--- config.mk ---
export PLATFORM = sky130hd
export DESIGN_NAME = bfa_ffs
export DESIGN_NICKNAME = d
export VERILOG_FILES = /design/src/rtl/bfa_ffs.sv
export SDC_FILE = /design/constraint.sdc
export NUM_CORES = 1
export LEC_CHECK = 0
export ABC_AREA = 1
export BUFFER_PORTS_ARGS = -buffer_cell sky130_fd_sc_hd__buf_2
export CAP_MARGIN = 20
export CORE_UTILIZATION = 30
export DETAILED_ROUTE_END_ITERATION = 8
export GPL_TIMING_DRIVEN = 1
export PLACE_DENSITY_LB_ADDON = 0.1
export SKIP_LAST_GASP = 1
export SYNTH_ARGS = -nofsm -noshare
export SYNTH_HDL_FRONTEND = slang
export SYNTH_SLANG_ARGS = --single-unit
--- constraint.sdc ---
create_clock -name vclk -period 4.68
set_input_delay 0.468 -clock vclk [all_inputs]
set_output_delay 0.468 -clock vclk [all_outputs]
set_load 0.1 [all_outputs]
--- src/rtl/bfa_ffs.sv ---
// Find-first-set unit: returns the position of the lowest set bit of a map word.
// Used once per scanned word during allocation. No dependencies.
`default_nettype none

module bfa_ffs #(
	parameter int WIDTH = 32,
	parameter int IW = 5
) (
	input  wire logic [WIDTH-1:0] vec,
	output logic                  hit,
	output logic      [IW-1:0]    idx
);

	always_comb begin
		hit = |vec;
		idx = '0;
		for (int i = WIDTH - 1; i >= 0; i--) begin
			if (vec[i]) begin
				idx = IW'(i);
			end
		end
	end

endmodule

`default_nettype wire

==> impl_metrics.csv <==
group,metric,value,unit
logic_synthesis,synth.top_cell.area_share,34.3,%
layout,areaGrowthSynthToFinish,44.4,%
power_and_ir_drop,p_int,0.0000225,W
place,gp_congestion,0.687,
critical_path,required,4.21,ns
logic_synthesis,synth_fa_ha_area_share,0,%
power_and_ir_drop,leakagePower,0.470,nW
critical_path,crit_arrival,2.52,ns
die,fp.dieW,41.6,um
logic_synthesis,syn_nets,139,
logic_synthesis,syn-instance-count,107,
power_and_ir_drop,power_frac_clock,0,%
timing,post-route-min-period,2.99,ns
power_and_ir_drop,p_switching,0.0000314,W
logic_synthesis,yosys.area_share.simple,53.2,%
timing,slew_headroom,67.5,%
timing,worstMarginPinSlew,0.490,ns
logic_synthesis,synthTopCellsByCount,"43 x nand2_1, 27 x inv_1, 15 x nor2_1",
logic_synthesis,yosysWarnings,0,
layout,drive_gt1_share,31.0,%
timing,hold_viol,0,
critical_path,cpPeakStageDelay,0.43,ns
clock_tree,holdBufCountCts,0,
die,ios,38,
timing,rsz0062_at_grt,"no",
logic_synthesis,yosysUniqueCellTypes,17,
drt,drc,0,
die,core.rowCount,13,
power_and_ir_drop,vdd_drop_max,56.3,uV
layout,nFlopsAndLatches,0,
timing,tns,0,ns
timing,slew_viol_final,0,
layout,diodes,0,
logic_synthesis,synth_xor_xnor_area_share,0,%
timing,period_share,63.9,%
grt,grt_pass1_vias,519,
drt,ant_nets,0,
timing,holdWs,1.36,ns
status,status,"finished, final reports clean",
run,drv_cap,0,
critical_path,slowest_stage,"buf_2",
grt,track_usage,12.7,%
die,start_util,34.0,%
critical_path,cp_max_fo,2,
grt,grt-ovfl-total,0,
logic_synthesis,synth_top_family_by_area,"simple AND/OR/NAND/NOR gates",
drt,routedWlPerCell,6.65,um
timing,fmax,0.334,GHz
power_and_ir_drop,p_per_area,79.4,nW/um^2
layout,clock_buffers,0,
critical_path,critPathKind,"in -> out",
die,core_area,1380,um^2
place,io_buffers,38,
clock_tree,post_cts_resized,0,
grt,antenna_found_initial,0,
drt,drtIter0Drc,4,
power_and_ir_drop,power_frac_comb,100.0,%
logic_synthesis,yosysSeqAreaShare,0,%
power_and_ir_drop,p_seq_share,0,%
die,dieArea,1730,um^2
timing,setup_violations,0,
logic_synthesis,synth_area_leaders,"nand2_1 34%, inv_1 22%, nor2_1 12%, bufinv_8 7.4%, inv_2 3.2%",
logic_synthesis,synth_top_area_cell,"nand2_1",
layout,fin_nets,179,
logic_synthesis,muxShareOfSynthArea,0,%
drt,firstDrtPassIters,4,
critical_path,path_common_cell,"nand2_1",
layout,seqCellArea,0,um^2
critical_path,worst_setup_path_end_kind,"primary output",
drt,vias_per_cell,4.15,
logic_synthesis,synthesis.area,470,um^2
grt,grt_start_max_net_pins,4,
drt,vias,664,
drt,wirelength,1.06,mm
min_path,hold_path.class,"in -> out",
die,die_y,41.6,um
clock_tree,postCtsSetupRepairBufs,0,
layout,fin_util,49.1,%
grt,grt_pass1_wl,1.91,mm
power_and_ir_drop,switching_share,58.3,%
logic_synthesis,synth_compound_area_share,14.6,%
logic_synthesis,syn_area_per_cell,4.40,um^2
critical_path,start_kind,"primary input",
logic_synthesis,yosysMostFrequentCell,"nand2_1",
place,place_hpwl,998,um
[worst paths after layout]
kind              startpoint     end  slack [ns]  cells past startpoint
setup / recovery     vec[30]  idx[0]        1.69                     33
hold / removal        vec[0]  idx[0]        1.36                      3
[routing by layer]
| layer | vias up | part of all wire, % | track usage [%] |
|---|---|---|---|
| met5 | - | 0 | 0 |
| met4 | 0 | 0 | 0 |
| met3 | 0 | 7.0 | 0.870 |
| met2 | 23 | 43 | 20.6 |
| met1 | 250 | 50 | 19.2 |
| li1 | 391 | - | - |
[worst max-delay path: cells and delay by family]
kind | cells | cell delay [ns]
AOI/OAI and AO/OA | 1 | 0.10
buffers and inverters | 3 | 0.57
and+or+nand+nor | 29 | 1.37
[metrics by stage]
stage,setup slack (ns),power [W],std cells,cell area (um^2)
floorplan,0.777,0.0000332,107,470
global placement,1.72,0.0000530,160,679
detailed placement,1.66,0.0000542,160,679
CTS,1.65,0.0000545,160,679
global route,1.29,0.0000619,160,679
finish,1.69,0.0000540,160,679
[area by class of cell]
| cell class | count | area, um^2 |
|---|---|---|
| multi-input cells | 74 | 319 |
| well taps | 15 | 18.8 |
| fillers | 168 | 703 |
| inverters | 33 | 151 |
| repair buffers | 38 | 190 |
[power by group through the flow]
| stage | clock (W) | sequential, W | combinational (W) |
|---|---|---|---|
| after floorplan | 0 | 0 | 0.0000332 |
| after global placement | 0 | 0 | 0.0000530 |
| after detailed placement | 0 | 0 | 0.0000542 |
| after CTS | 0 | 0 | 0.0000545 |
| after global routing | 0 | 0 | 0.0000619 |
| final | 0 | 0 | 0.0000540 |
[cells by family after synthesis]
| group | after synthesis |
|---|---|
| AOI/OAI and AO/OA | 10 |
| buffers and inverters | 33 |
| and+or+nand+nor | 64 |
[cells in the final DEF, fill, tap and decap left out]
cell	synthesis	final
nor4_1	2	2
nand3_1	2	2
inv_1	27	27
bufinv_8	2	2
nor3_1	2	2
o31ai_1	1	1
a31oi_1	1	1
a21boi_0	1	1
o21bai_1	1	1
a21oi_2	1	1
buf_2	0	38
a211oi_1	1	1
o21ai_1	1	1
a21oi_1	2	2
nor2_1	15	15
inv_2	4	4
a311oi_1	1	1
nand2_1	43	43
Note: power is estimated with default switching activity, not from simulation.
